## src/rtl/ale_pkg.sv

```systemverilog
`timescale 1ns / 1ps
`default_nettype none
// shared types, codes and constants for the array list engine
// no dependencies

package ale_pkg;

    localparam int CAPACITY_DEF = 64;
    localparam int TYPE_W       = 3;
    localparam int IDX_W        = 6;
    localparam int WORD_W       = 32;
    localparam int STATUS_W     = 2;
    localparam int LEN_W        = 7;
    localparam int S_DATA_W     = 48;
    localparam int M_DATA_W     = 48;

    typedef enum logic [TYPE_W-1:0] {
        REQ_READ   = 3'd0,
        REQ_WRITE  = 3'd1,
        REQ_APPEND = 3'd2,
        REQ_INSERT = 3'd3,
        REQ_REMOVE = 3'd4
    } t_req;

    typedef enum logic [STATUS_W-1:0] {
        ST_OK   = 2'd0,
        ST_IDX  = 2'd1,
        ST_FULL = 2'd2
    } t_status;

    typedef enum logic [2:0] {
        A_IDX    = 3'd0,
        A_LEN    = 3'd1,
        A_CUR    = 3'd2,
        A_CUR_M1 = 3'd3,
        A_CUR_P1 = 3'd4
    } t_addr_sel;

    typedef enum logic {
        W_VALUE = 1'b0,
        W_RDATA = 1'b1
    } t_wdata_sel;

    typedef struct packed {
        logic       req_load;
        logic       set_status;
        t_status    status;
        logic       mem_rd;
        logic       mem_wr;
        t_addr_sel  addr_sel;
        t_wdata_sel wdata_sel;
        logic       data_cap;
        logic       cur_ld_len;
        logic       cur_ld_idx;
        logic       cur_inc;
        logic       cur_dec;
        logic       len_inc;
        logic       len_dec;
        logic       out_load;
    } t_cmd;

    typedef struct packed {
        t_req req;
        logic full;
        logic idx_ge_len;
        logic idx_gt_len;
        logic cur_gt_idx;
        logic cur_p1_lt_len;
    } t_stat;

endpackage

`default_nettype wire

```

## src/rtl/ale_ctrl.sv

```systemverilog
`timescale 1ns / 1ps
`default_nettype none
// controller fsm for the array list engine: sequences memory reads, writes and shifts
// depends on ale_pkg

module ale_ctrl (
    input  wire logic          i_clk,
    input  wire logic          i_rst_n,
    input  wire logic          i_s_tvalid,
    output logic               o_s_tready,
    output logic               o_m_tvalid,
    input  wire logic          i_m_tready,
    input  wire ale_pkg::t_stat i_stat,
    output ale_pkg::t_cmd      o_cmd
);

    typedef enum logic [7:0] {
        S_IDLE   = 8'b0000_0001,
        S_DECODE = 8'b0000_0010,
        S_CAP    = 8'b0000_0100,
        S_REM    = 8'b0000_1000,
        S_REM_WR = 8'b0001_0000,
        S_INS    = 8'b0010_0000,
        S_INS_WR = 8'b0100_0000,
        S_OUT    = 8'b1000_0000
    } t_state;

    t_state r_state, n_state;
    logic   r_out_valid, n_out_valid;
    logic   w_out_free;
    logic   w_accept;

    assign o_s_tready = (r_state == S_IDLE);
    assign w_accept   = i_s_tvalid && o_s_tready;
    assign w_out_free = !r_out_valid || i_m_tready;
    assign o_m_tvalid = r_out_valid;

    always_comb begin
        n_state              = r_state;
        o_cmd                = '0;
        o_cmd.status         = ale_pkg::ST_OK;
        o_cmd.addr_sel       = ale_pkg::A_IDX;
        o_cmd.wdata_sel      = ale_pkg::W_VALUE;
        o_cmd.req_load       = w_accept;
        unique case (r_state)
            S_IDLE: begin
                if (w_accept) begin
                    n_state = S_DECODE;
                end
            end
            S_DECODE: begin
                o_cmd.set_status = 1'b1;
                n_state          = S_OUT;
                unique case (i_stat.req) inside
                    ale_pkg::REQ_READ, ale_pkg::REQ_REMOVE: begin
                        if (i_stat.idx_ge_len) begin
                            o_cmd.status = ale_pkg::ST_IDX;
                        end else begin
                            o_cmd.mem_rd = 1'b1;
                            n_state      = S_CAP;
                        end
                    end
                    ale_pkg::REQ_WRITE: begin
                        if (i_stat.idx_ge_len) begin
                            o_cmd.status = ale_pkg::ST_IDX;
                        end else begin
                            o_cmd.mem_wr = 1'b1;
                        end
                    end
                    ale_pkg::REQ_APPEND: begin
                        if (i_stat.full) begin
                            o_cmd.status = ale_pkg::ST_FULL;
                        end else begin
                            o_cmd.mem_wr   = 1'b1;
                            o_cmd.addr_sel = ale_pkg::A_LEN;
                            o_cmd.len_inc  = 1'b1;
                        end
                    end
                    ale_pkg::REQ_INSERT: begin
                        if (i_stat.idx_gt_len) begin
                            o_cmd.status = ale_pkg::ST_IDX;
                        end else if (i_stat.full) begin
                            o_cmd.status = ale_pkg::ST_FULL;
                        end else begin
                            o_cmd.cur_ld_len = 1'b1;
                            n_state          = S_INS;
                        end
                    end
                    default: begin
                    end
                endcase
            end
            S_CAP: begin
                o_cmd.data_cap = 1'b1;
                if (i_stat.req == ale_pkg::REQ_REMOVE) begin
                    o_cmd.cur_ld_idx = 1'b1;
                    n_state          = S_REM;
                end else begin
                    n_state = S_OUT;
                end
            end
            S_REM: begin
                if (i_stat.cur_p1_lt_len) begin
                    o_cmd.mem_rd   = 1'b1;
                    o_cmd.addr_sel = ale_pkg::A_CUR_P1;
                    n_state        = S_REM_WR;
                end else begin
                    o_cmd.len_dec = 1'b1;
                    n_state       = S_OUT;
                end
            end
            S_REM_WR: begin
                o_cmd.mem_wr    = 1'b1;
                o_cmd.addr_sel  = ale_pkg::A_CUR;
                o_cmd.wdata_sel = ale_pkg::W_RDATA;
                o_cmd.cur_inc   = 1'b1;
                n_state         = S_REM;
            end
            S_INS: begin
                if (i_stat.cur_gt_idx) begin
                    o_cmd.mem_rd   = 1'b1;
                    o_cmd.addr_sel = ale_pkg::A_CUR_M1;
                    n_state        = S_INS_WR;
                end else begin
                    o_cmd.mem_wr  = 1'b1;
                    o_cmd.len_inc = 1'b1;
                    n_state       = S_OUT;
                end
            end
            S_INS_WR: begin
                o_cmd.mem_wr    = 1'b1;
                o_cmd.addr_sel  = ale_pkg::A_CUR;
                o_cmd.wdata_sel = ale_pkg::W_RDATA;
                o_cmd.cur_dec   = 1'b1;
                n_state         = S_INS;
            end
            S_OUT: begin
                if (w_out_free) begin
                    o_cmd.out_load = 1'b1;
                    n_state        = S_IDLE;
                end
            end
            default: begin
                n_state = S_IDLE;
            end
        endcase
    end

    always_comb begin
        n_out_valid = r_out_valid;
        if (o_cmd.out_load) begin
            n_out_valid = 1'b1;
        end else if (i_m_tready) begin
            n_out_valid = 1'b0;
        end
    end

    always_ff @(posedge i_clk) begin
        if (!i_rst_n) begin
            r_state     <= S_IDLE;
            r_out_valid <= 1'b0;
        end else begin
            r_state     <= n_state;
            r_out_valid <= n_out_valid;
        end
    end

    a_state_onehot: assert property (@(posedge i_clk) disable iff (!i_rst_n)
        $onehot(r_state))
        else $error("state register not one-hot");

    a_accept_decode: assert property (@(posedge i_clk) disable iff (!i_rst_n)
        w_accept |=> r_state == S_DECODE)
        else $error("accepted transaction not decoded");

    a_rem_shift_order: assert property (@(posedge i_clk) disable iff (!i_rst_n)
        (r_state == S_REM_WR) |-> $past(r_state == S_REM))
        else $error("remove shift write without preceding read");

    a_out_hold: assert property (@(posedge i_clk) disable iff (!i_rst_n)
        (r_state == S_OUT && !w_out_free) |=> r_state == S_OUT)
        else $error("result dropped while output stalled");

endmodule

`default_nettype wire

```

## src/rtl/ale_dpath.sv

```systemverilog
`timescale 1ns / 1ps
`default_nettype none
// datapath for the array list engine: request latch, element memory, length and cursor
// depends on ale_pkg

module ale_dpath #(
    parameter int CAPACITY = ale_pkg::CAPACITY_DEF
) (
    input  wire logic                               i_clk,
    input  wire logic                               i_rst_n,
    input  wire logic [ale_pkg::TYPE_W-1:0]         i_req_type,
    input  wire logic [ale_pkg::IDX_W-1:0]          i_index,
    input  wire logic signed [ale_pkg::WORD_W-1:0]  i_value,
    input  wire ale_pkg::t_cmd                      i_cmd,
    output ale_pkg::t_stat                          o_stat,
    output logic [ale_pkg::STATUS_W-1:0]            o_status,
    output logic signed [ale_pkg::WORD_W-1:0]       o_data,
    output logic [ale_pkg::LEN_W-1:0]               o_length
);

    localparam int LW = $clog2(CAPACITY + 1);
    localparam int AW = $clog2(CAPACITY);
    localparam int IW = (LW > ale_pkg::IDX_W) ? LW : ale_pkg::IDX_W;
    localparam int OW = (LW > ale_pkg::LEN_W) ? LW : ale_pkg::LEN_W;

    logic [ale_pkg::WORD_W-1:0]   r_mem [CAPACITY];
    ale_pkg::t_req                r_req;
    logic [ale_pkg::IDX_W-1:0]    r_index;
    logic [ale_pkg::WORD_W-1:0]   r_value;
    logic [LW-1:0]                r_len;
    logic [LW-1:0]                r_cur;
    logic [ale_pkg::WORD_W-1:0]   r_rdata;
    ale_pkg::t_status             r_status;
    logic [ale_pkg::WORD_W-1:0]   r_data;
    logic [ale_pkg::STATUS_W-1:0] r_o_status;
    logic [ale_pkg::WORD_W-1:0]   r_o_data;
    logic [ale_pkg::LEN_W-1:0]    r_o_len;

    logic [IW-1:0]                w_idx_ext;
    logic [IW-1:0]                w_len_ext;
    logic [IW-1:0]                w_cur_ext;
    logic [LW-1:0]                w_cur_p1;
    logic [LW-1:0]                w_addr_full;
    logic [AW-1:0]                w_addr;
    logic [ale_pkg::WORD_W-1:0]   w_wdata;
    logic [OW-1:0]                w_len_wide;

    assign w_idx_ext  = IW'(r_index);
    assign w_len_ext  = IW'(r_len);
    assign w_cur_ext  = IW'(r_cur);
    assign w_cur_p1   = r_cur + LW'(1);
    assign w_len_wide = OW'(r_len);

    assign o_stat.req           = r_req;
    assign o_stat.full          = (r_len == LW'(CAPACITY));
    assign o_stat.idx_ge_len    = (w_idx_ext >= w_len_ext);
    assign o_stat.idx_gt_len    = (w_idx_ext > w_len_ext);
    assign o_stat.cur_gt_idx    = (w_cur_ext > w_idx_ext);
    assign o_stat.cur_p1_lt_len = (w_cur_p1 < r_len);

    always_comb begin
        unique case (i_cmd.addr_sel)
            ale_pkg::A_IDX:    w_addr_full = w_idx_ext[LW-1:0];
            ale_pkg::A_LEN:    w_addr_full = r_len;
            ale_pkg::A_CUR:    w_addr_full = r_cur;
            ale_pkg::A_CUR_M1: w_addr_full = r_cur - LW'(1);
            ale_pkg::A_CUR_P1: w_addr_full = w_cur_p1;
            default:           w_addr_full = r_cur;
        endcase
    end

    assign w_addr  = w_addr_full[AW-1:0];
    assign w_wdata = (i_cmd.wdata_sel == ale_pkg::W_RDATA) ? r_rdata : r_value;

    always_ff @(posedge i_clk) begin
        if (i_cmd.mem_wr) begin
            r_mem[w_addr] <= w_wdata;
        end
        if (i_cmd.mem_rd) begin
            r_rdata <= r_mem[w_addr];
        end
    end

    always_ff @(posedge i_clk) begin
        if (!i_rst_n) begin
            r_len <= '0;
        end else if (i_cmd.len_inc) begin
            r_len <= r_len + LW'(1);
        end else if (i_cmd.len_dec) begin
            r_len <= r_len - LW'(1);
        end
    end

    always_ff @(posedge i_clk) begin
        if (i_cmd.req_load) begin
            r_req   <= ale_pkg::t_req'(i_req_type);
            r_index <= i_index;
            r_value <= i_value;
        end
        if (i_cmd.cur_ld_len) begin
            r_cur <= r_len;
        end else if (i_cmd.cur_ld_idx) begin
            r_cur <= w_idx_ext[LW-1:0];
        end else if (i_cmd.cur_inc) begin
            r_cur <= w_cur_p1;
        end else if (i_cmd.cur_dec) begin
            r_cur <= r_cur - LW'(1);
        end
        if (i_cmd.set_status) begin
            r_status <= i_cmd.status;
            r_data   <= '0;
        end else if (i_cmd.data_cap) begin
            r_data <= r_rdata;
        end
        if (i_cmd.out_load) begin
            r_o_status <= r_status;
            r_o_data   <= r_data;
            r_o_len    <= w_len_wide[ale_pkg::LEN_W-1:0];
        end
    end

    assign o_status = r_o_status;
    assign o_data   = r_o_data;
    assign o_length = r_o_len;

endmodule

`default_nettype wire

```

## src/rtl/array_list_engine_core.sv

```systemverilog
`timescale 1ns / 1ps
`default_nettype none
// array list engine top over ale_ctrl, ale_dpath and ale_pkg: read/overwrite/append/insert/remove
// after accept each request is decoded; overwrite, append, unused types and errors then load the result
// read captures the element first; insert and remove shift the words between index and length first
// each shifted word takes a read and then a write on the single-port element memory
// one transaction in flight; next accept in the cycle after the result is loaded
// synchronous active-low reset clears length and control; memory contents are not cleared

module array_list_engine_core #(
    parameter int CAPACITY = ale_pkg::CAPACITY_DEF
) (
    input  wire logic                           i_clk,
    input  wire logic                           i_rst_n,
    input  wire logic                           i_s_tvalid,
    output logic                                o_s_tready,
    // req_type[2:0], index[8:3], value[40:9], zero pad
    input  wire logic [ale_pkg::S_DATA_W-1:0]   i_s_tdata,
    output logic                                o_m_tvalid,
    input  wire logic                           i_m_tready,
    // status[1:0], data[33:2], length[40:34], zero pad
    output logic [ale_pkg::M_DATA_W-1:0]        o_m_tdata
);

    ale_pkg::t_cmd                       w_cmd;
    ale_pkg::t_stat                      w_stat;
    logic [ale_pkg::STATUS_W-1:0]        w_status;
    logic signed [ale_pkg::WORD_W-1:0]   w_data;
    logic [ale_pkg::LEN_W-1:0]           w_length;

    ale_ctrl u_ctrl (
        .i_clk      (i_clk),
        .i_rst_n    (i_rst_n),
        .i_s_tvalid (i_s_tvalid),
        .o_s_tready (o_s_tready),
        .o_m_tvalid (o_m_tvalid),
        .i_m_tready (i_m_tready),
        .i_stat     (w_stat),
        .o_cmd      (w_cmd)
    );

    ale_dpath #(
        .CAPACITY (CAPACITY)
    ) u_dpath (
        .i_clk      (i_clk),
        .i_rst_n    (i_rst_n),
        .i_req_type (i_s_tdata[2:0]),
        .i_index    (i_s_tdata[8:3]),
        .i_value    (i_s_tdata[40:9]),
        .i_cmd      (w_cmd),
        .o_stat     (w_stat),
        .o_status   (w_status),
        .o_data     (w_data),
        .o_length   (w_length)
    );

    assign o_m_tdata = {7'd0, w_length, w_data, w_status};

endmodule

`default_nettype wire

```

## config.mk

```make
export PLATFORM = sky130hd
export DESIGN_NAME = array_list_engine_core
export DESIGN_NICKNAME = d
export VERILOG_FILES = /design/src/rtl/ale_pkg.sv /design/src/rtl/ale_ctrl.sv /design/src/rtl/ale_dpath.sv /design/src/rtl/array_list_engine_core.sv
export SDC_FILE = /design/constraint.sdc
export NUM_CORES = 2
export LEC_CHECK = 0
export ABC_AREA = 1
export ABC_CLOCK_PERIOD_IN_PS = 13300
export BUFFER_PORTS_ARGS = -buffer_cell sky130_fd_sc_hd__buf_2
export CORE_UTILIZATION = 35
export DETAILED_ROUTE_END_ITERATION = 8
export GPL_TIMING_DRIVEN = 0
export PLACE_DENSITY_LB_ADDON = 0.1
export REMOVE_ABC_BUFFERS = 1
export SYNTH_ARGS = -nofsm -noshare
export SYNTH_HDL_FRONTEND = slang
export SYNTH_SLANG_ARGS = --single-unit
```

## constraint.sdc

```tcl
create_clock -name i_clk -period 13.3 [get_ports i_clk]
set_clock_uncertainty 0.15 [all_clocks]
set_input_delay 0.665 -clock i_clk [delete_from_list [all_inputs] [get_ports i_clk]]
set_output_delay 0.665 -clock i_clk [all_outputs]
set_load 0.02 [all_outputs]
```

* Word level (Yosys, flattened, before mapping)
Memories as Yosys holds them, arrays and structs flattened. A register that Yosys moved wholly into a read port is not among the register bits. Index checks and enable logic that the tools add are counted.
Storage, ports and cells: bits in registers 139, bits in writable memories 2048, bits of input ports 52, output and inout bits 50, word-level logic and storage cells 107, memories kept 1
Operators by class: add/subtract/negate cells 4, $lt $le $gt $ge 4, eq/ne operators 18, muxes and demuxes 56, reduce and logical (&&, ||, !) cells 12
Memory list:
- u_dpath.r_mem | depth 64, bits a word 32, read ports 1, clocked after Yosys merged registers in 1, wr ports 1, RTL line ale_dpath.sv:26 | logic [ale_pkg::WORD_W-1:0] r_mem [CAPACITY];
Operators by type and width (count):
- $mux 8 | 8
- $pmux 8 s8 | 1
- $mux 7 | 6
- $mux 32 | 1
- $mux 1 | 25
- $pmux 6 s4 | 1
- $pmux 8 s2 | 1
- $add 7x1->7 const B | 2
- $sub 7x1->7 const B | 2
- $pmux 3 s4 | 1
- $eq 3x2->1 const B | 3
- $mux 3 | 3
- $eq 8x1->1 const B | 1
- $eq 8x2->1 const B | 1
- $eq 8x3->1 const B | 1
- $eq 8x4->1 const B | 1
- $eq 8x5->1 const B | 1
- $eq 8x6->1 const B | 1
- $eq 8x7->1 const B | 1
- $eq 8x8->1 const B | 1
- $eq 7x7->1 const B | 1
- $ge 6x7->1 | 1
- $gt 6x7->1 | 1
- $gt 7x6->1 | 1
- other kinds (19) | 28

* Logic depth before layout (Yosys ltp)
word-level depth 6, depth in mapped cells 27, gate-level depth less buffers 25

* Hierarchy
From an unflattened synthesis, not the netlist that was laid out.
Second synthesis, totals: cell total of the unflattened synthesis 9232, area total of the unflattened synthesis 95205.1 sq um
Modules (own cells, without submodules):
- ale_dpath | times used 1, cells an instance 9098, area an instance 94391.8 sq um, sequential area each 65973.3 sq um
- ale_ctrl | times used 1, cells an instance 126, area an instance 757.0 sq um, sequential area each 180.2 sq um
- array_list_engine_core | times used 1, cells an instance 8, area an instance 56.3 sq um, sequential area each 0.0 sq um

* Worst setup path before layout
No wires, ideal clock.
path type register to register, start point reg u_dpath.r_cur[1], end point mem u_dpath.r_mem[0][0] in the netlist's numbering (enable), library setup time 421 ps, arrival time 4404 ps, required time 12729 ps, path slack 8325 ps, cell stages (with the launch flop) 22, buffers on the path 2, period minus slack after synthesis 4975 ps, cell sequence edfxtp_1 ha_1 nand3_1 nor2_1 inv_1 nor2_1 xor2_1 ha_1 a21oi_1 o21a_1 nand3_1 inv_2 nor2_4 nand2_1 nand4_2 nand2_2 inv_2 buf_2 buf_2 nor2_1 nand2_1 nor2_1
Between the ends: longest elaborated chain between the ends 6, elaborated cells on any way between the ends 16, classes of those cells add/sub (2); order compare (2); eq/ne (3); mux (8); reduce/logical (1)
Ends and longest elaborated chain:
- start, declared | RTL line ale_dpath.sv:31 | logic [LW-1:0] r_cur;
- start signal, assigned | RTL line ale_dpath.sv:101 | r_cur <= r_len;
- start signal, assigned | RTL line ale_dpath.sv:103 | r_cur <= w_idx_ext[LW-1:0];
- start signal, assigned | RTL line ale_dpath.sv:105 | r_cur <= w_cur_p1;
- $add 7x1->7 | RTL line ale_dpath.sv:51 | assign w_cur_p1 = r_cur + LW'(1);
- $lt 7x7->1 | RTL line ale_dpath.sv:59 | assign o_stat.cur_p1_lt_len = (w_cur_p1 < r_len);
- $mux 3 | RTL line ale_ctrl.sv:103 | if (i_stat.cur_p1_lt_len) begin
- $pmux 3 s4 | RTL line ale_ctrl.sv:45 | unique case (r_state)
- $eq 3x3->1 (tied with other cells) | RTL line ale_dpath.sv:62 | unique case (i_cmd.addr_sel)
- $pmux 6 s4 | RTL line ale_dpath.sv:62
- end, declared | RTL line ale_dpath.sv:26
Parallel ways exist; a longest one is shown, timed or not.

* Final worst setup path
start point reg u_dpath.r_cur[1], end point mem u_dpath.r_mem[32][17] in the netlist's numbering (enable)
Same word-level chain as after synthesis.

==> impl_metrics.ini <==
[die]
fp.dieW_um = 514.1
io_pins = 102
floorplan.die.height_um = 514.1
area_of_the_core_um2 = 260200
num_rows = 187
floorplan.die_area_um2 = 264300
effective_utilization_at_floorplan_pct = 35.28

[route]
final_antenna_net_count = 0
routed_wirelength_um = 297500
wl_per_cell_um = 24.31
dr_total_vias = 61310
drt_iter0_markers = 5483
drt_pass1_iterations = 6
via_per_inst = 5.009
drc = 0

[setup_path]
endpoint_kind = flip-flop
reg2regPathDepth = 23
worstSetupPathDepth = 23
cpLargestDelayFamily = simple AND/OR/NAND/NOR gates
worst_path_arrival_time_ns = 8.42
path_buf_inv = 7
critPathMaxFanout = 115
setup.worst_path.class = reg -> reg
worst_ep_required_time_ns = 13.70
timing.critical_path.cells = ha_1, nand3_1, nor2_1, inv_1, nor2_1, xor2_1, ha_1, a21oi_1, o21a_1, nand3_1, inv_2, nor2_4, nand2_1, nand4_4, nand2_8, buf_16, inv_8, buf_16, buf_16, nor2_1, nand2_1, nor2_4, buf_12
timing.critical_path.slowest_cell_delay_ns = 0.95
worst_setup_path_start_kind = flip-flop
slowest_stage = sky130_fd_sc_hd__nor2_4

[layout]
final-seq-area_um2 = 66150
multi_input_logic_area_um2 = 23850
drive_gt1_share_pct = 8.931
final.fill_count = 24560
finish.net_count = 8605
area.growth.synth_to_final_pct = 17.77

[synthesis]
synth_most_common_cell = sky130_fd_sc_hd__nand2_1
synth-xor-area-share_pct = 0.1145
netlist.area_leader.share_pct = 71.02
synth_largest_area_cell = sky130_fd_sc_hd__edfxtp_1
mean_instance_size_in_the_synthesized_netlist_um2 = 10.93
mappedNetlistArea_um2 = 91790
synth-compound-area-share_pct = 2.034
synth-edff-count = 2171
post_synth_fa_ha_maj_area_fraction_pct = 0.3626
cell_types_with_the_highest_counts_after_synthesis = 4166 x sky130_fd_sc_hd__nand2_1, 2171 x sky130_fd_sc_hd__edfxtp_1, 786 x sky130_fd_sc_hd__nand3_1, 292 x sky130_fd_sc_hd__buf_2, 227 x sky130_fd_sc_hd__nor2_1
async_flop_share_pct = 0
synth_top_family_by_area = simple AND/OR/NAND/NOR gates
seq_area_frac_synth_pct = 72.07
predominant_post_synthesis_flop_cell = sky130_fd_sc_hd__edfxtp_1
post_synthesis_cell_count = 8401
synth.top_cells.by_area = sky130_fd_sc_hd__edfxtp_1 71%, sky130_fd_sc_hd__nand2_1 17%, sky130_fd_sc_hd__nand3_1 4.3%
simple_logic_cell_fraction_of_the_synthesized_area_pct = 22.64
ys_warn_count = 0
synth.ff_latch_count = 2219
yosysUniqueCellTypes = 44
synth_mux_area_share_pct = 0

[cts]
clkSinkCount = 2219
cts-hold-fix-buffers = 44
cts_htree_levels = 4
cts_made_buffers = 239
clock_tree_from_tritoncts = done
cts_setup_buffers = 0
clk_root_buffer_cell = sky130_fd_sc_hd__clkbuf_16
post_cts.resized_instances = 0
clk_pin_slew_ns = 0.06
worst_skew_pair.late_latency_ns = 0.90
clock_tree.buffer_depth = 3

[timing]
max_frequency_mhz = 124.7
slew_headroom_pct = 14.98
unrepaired_setup_endpoints_after_global_routing = no
finalWorstPathRequiredPeriod_ns = 8.021
setup_tns_ns = 0
fin_crit_sh_pct = 60.31
worst_pin_slew_ns = 1.262
report.final.slew_viol_count = 0
postLayoutSetupSlackWorst_ns = 5.279
hold_viol_final = 0
finalSetupViolCount = 0

[placed_design]
placement.setup.worst_slack_ns = 5.151
dp_hpwl_um = 180800
portbufs = 87
gp_routability_congestion = 0.7777

[flow_run]
drv.max_cap_violation_count = 0

[worst_hold_path]
holdCritPathClass = reg -> reg
whs_path_depth = 0

[global_route]
grt_pass1_vias = 58290
number_of_antenna_violations_at_the_first_check_in_global_routing = 10
grt_start_max_net_pins = 122
global_route.usage.total_pct = 22.24
grt_overflow_total = 0
wire_length_of_the_first_global_routing_pass_um = 426600

[run_status]
outcome = finished, final reports clean

[pwr]
power_per_cell_area_nw_per_um2 = 142.3
ir_worst_vdd_mv = 0.1228
total_leakage_power_nw = 42.31
## path summary, 6_finish.rpt
check	startpoint	endpoint	slack, ns
worst min-delay path	u_dpath.r_data[9]	u_dpath.o_data[9]	0.27
worst min register to register	u_dpath.r_data[9]	u_dpath.o_data[9]	0.27
worst max register to register	u_dpath.r_cur[1]	u_dpath.r_mem[32][17]	5.28
worst max-delay path	u_dpath.r_cur[1]	u_dpath.r_mem[32][17]	5.28
## routing by layer
metal	GRT usage, %	vias to the layer above	part of all wire (%)
met5	0	-	0
met3	2.834	381	5.0
met1	31.39	30510	46
met4	6.581	0	2.7
met2	35.74	1708	47
li1	-	28710	-
## report_power, final
part | internal [mW] | leakage, nW | total, mW | switching [mW]
sequential | 7.74 | 19.9 | 7.75 | 0.00983
clock | 3.65 | 3.66 | 6.44 | 2.79
combinational | 0.316 | 18.7 | 1.19 | 0.876
## stage by stage
stage / power (mW) / hold slack (ns) / utilization [%] / area [um2] / instances
after floorplan: 8.620 / 0.2503 / - / 89560 / 7933
after global placement: 9.271 / 0.2628 / 36.27 / 94370 / 11520
after detailed placement: 9.090 / 0.2669 / 38.50 / 100200 / 11740
after CTS: 15.52 / 0.2626 / 41.54 / 108100 / 12230
after global routing: 15.89 / 0.2831 / 41.54 / 108100 / 12230
final: 15.38 / 0.2704 / 41.55 / 108100 / 12240
## area by class of cell
type	count	area share, %
multi-input cells	5637	22.06
clock inverters	123	0.9410
flip-flops and latches	2219	61.20
clock buffers	325	5.966
inverters	77	0.2836
diodes	9	0.02083
well taps	3496	4.047
repair buffers	353	5.480
## worst reg2reg max path, stage by stage, from the launching register on
cell                       delay (ns)
sky130_fd_sc_hd__edfxtp_1        0.43
sky130_fd_sc_hd__ha_1            0.22
sky130_fd_sc_hd__nand3_1         0.13
sky130_fd_sc_hd__nor2_1          0.13
sky130_fd_sc_hd__inv_1           0.08
sky130_fd_sc_hd__nor2_1          0.11
sky130_fd_sc_hd__xor2_1          0.24
sky130_fd_sc_hd__ha_1            0.29
sky130_fd_sc_hd__a21oi_1         0.14
sky130_fd_sc_hd__o21a_1          0.15
sky130_fd_sc_hd__nand3_1         0.27
sky130_fd_sc_hd__inv_2           0.22
sky130_fd_sc_hd__nor2_4          0.08
sky130_fd_sc_hd__nand2_1         0.10
sky130_fd_sc_hd__nand4_4         0.56
sky130_fd_sc_hd__nand2_8         0.68
sky130_fd_sc_hd__buf_16          0.39
sky130_fd_sc_hd__inv_8           0.47
sky130_fd_sc_hd__buf_16          0.41
sky130_fd_sc_hd__buf_16          0.33
sky130_fd_sc_hd__nor2_1          0.32
sky130_fd_sc_hd__nand2_1         0.51
sky130_fd_sc_hd__nor2_4          0.95
sky130_fd_sc_hd__buf_12          0.28
## flip-flops by register name, summed over array words and instances (netlist names)
name and flops:
u_dpath.o_length 7, u_dpath.r_value 32, u_dpath.r_status 2, u_dpath.r_len 7
u_ctrl.o_m_tvalid 1, u_dpath.r_rdata 32, u_ctrl.r_state 8, u_dpath.r_index 6
u_dpath.o_status 2, u_dpath.o_data 32, u_dpath.r_data 32, u_dpath.r_cur 7
u_dpath.r_req 3, u_dpath.r_mem 2048
## kinds of logic (layout without fill, tap and decap cells)
logic type,count (synthesis),in the layout
fa+ha+maj,26,26
simple gates,5228,5228
xor+xnor,12,12
flops,2219,2219
buf+inv,551,878
compound gates,364,364
other cells,1,16
## cell usage in the layout, fill, tap and decap left out, types with 10 or more instances in the layout
master,instances
sky130_fd_sc_hd__a21oi_1,33
sky130_fd_sc_hd__buf_12,130
sky130_fd_sc_hd__buf_16,85
sky130_fd_sc_hd__buf_2,87
sky130_fd_sc_hd__bufinv_16,14
sky130_fd_sc_hd__clkbuf_1,76
sky130_fd_sc_hd__clkbuf_16,243
sky130_fd_sc_hd__clkinv_1,50
sky130_fd_sc_hd__clkinv_2,47
sky130_fd_sc_hd__dfxtp_1,48
sky130_fd_sc_hd__dlygate4sd3_1,44
sky130_fd_sc_hd__edfxtp_1,2171
sky130_fd_sc_hd__ha_1,25
sky130_fd_sc_hd__inv_1,60
sky130_fd_sc_hd__inv_2,13
sky130_fd_sc_hd__nand2_1,4133
sky130_fd_sc_hd__nand2_2,26
sky130_fd_sc_hd__nand3_1,785
sky130_fd_sc_hd__nor2_1,159
sky130_fd_sc_hd__nor2_4,73
sky130_fd_sc_hd__nor3_1,10
sky130_fd_sc_hd__o21ai_0,143
sky130_fd_sc_hd__o21ai_1,172
Power figures use the tool's default switching activity.
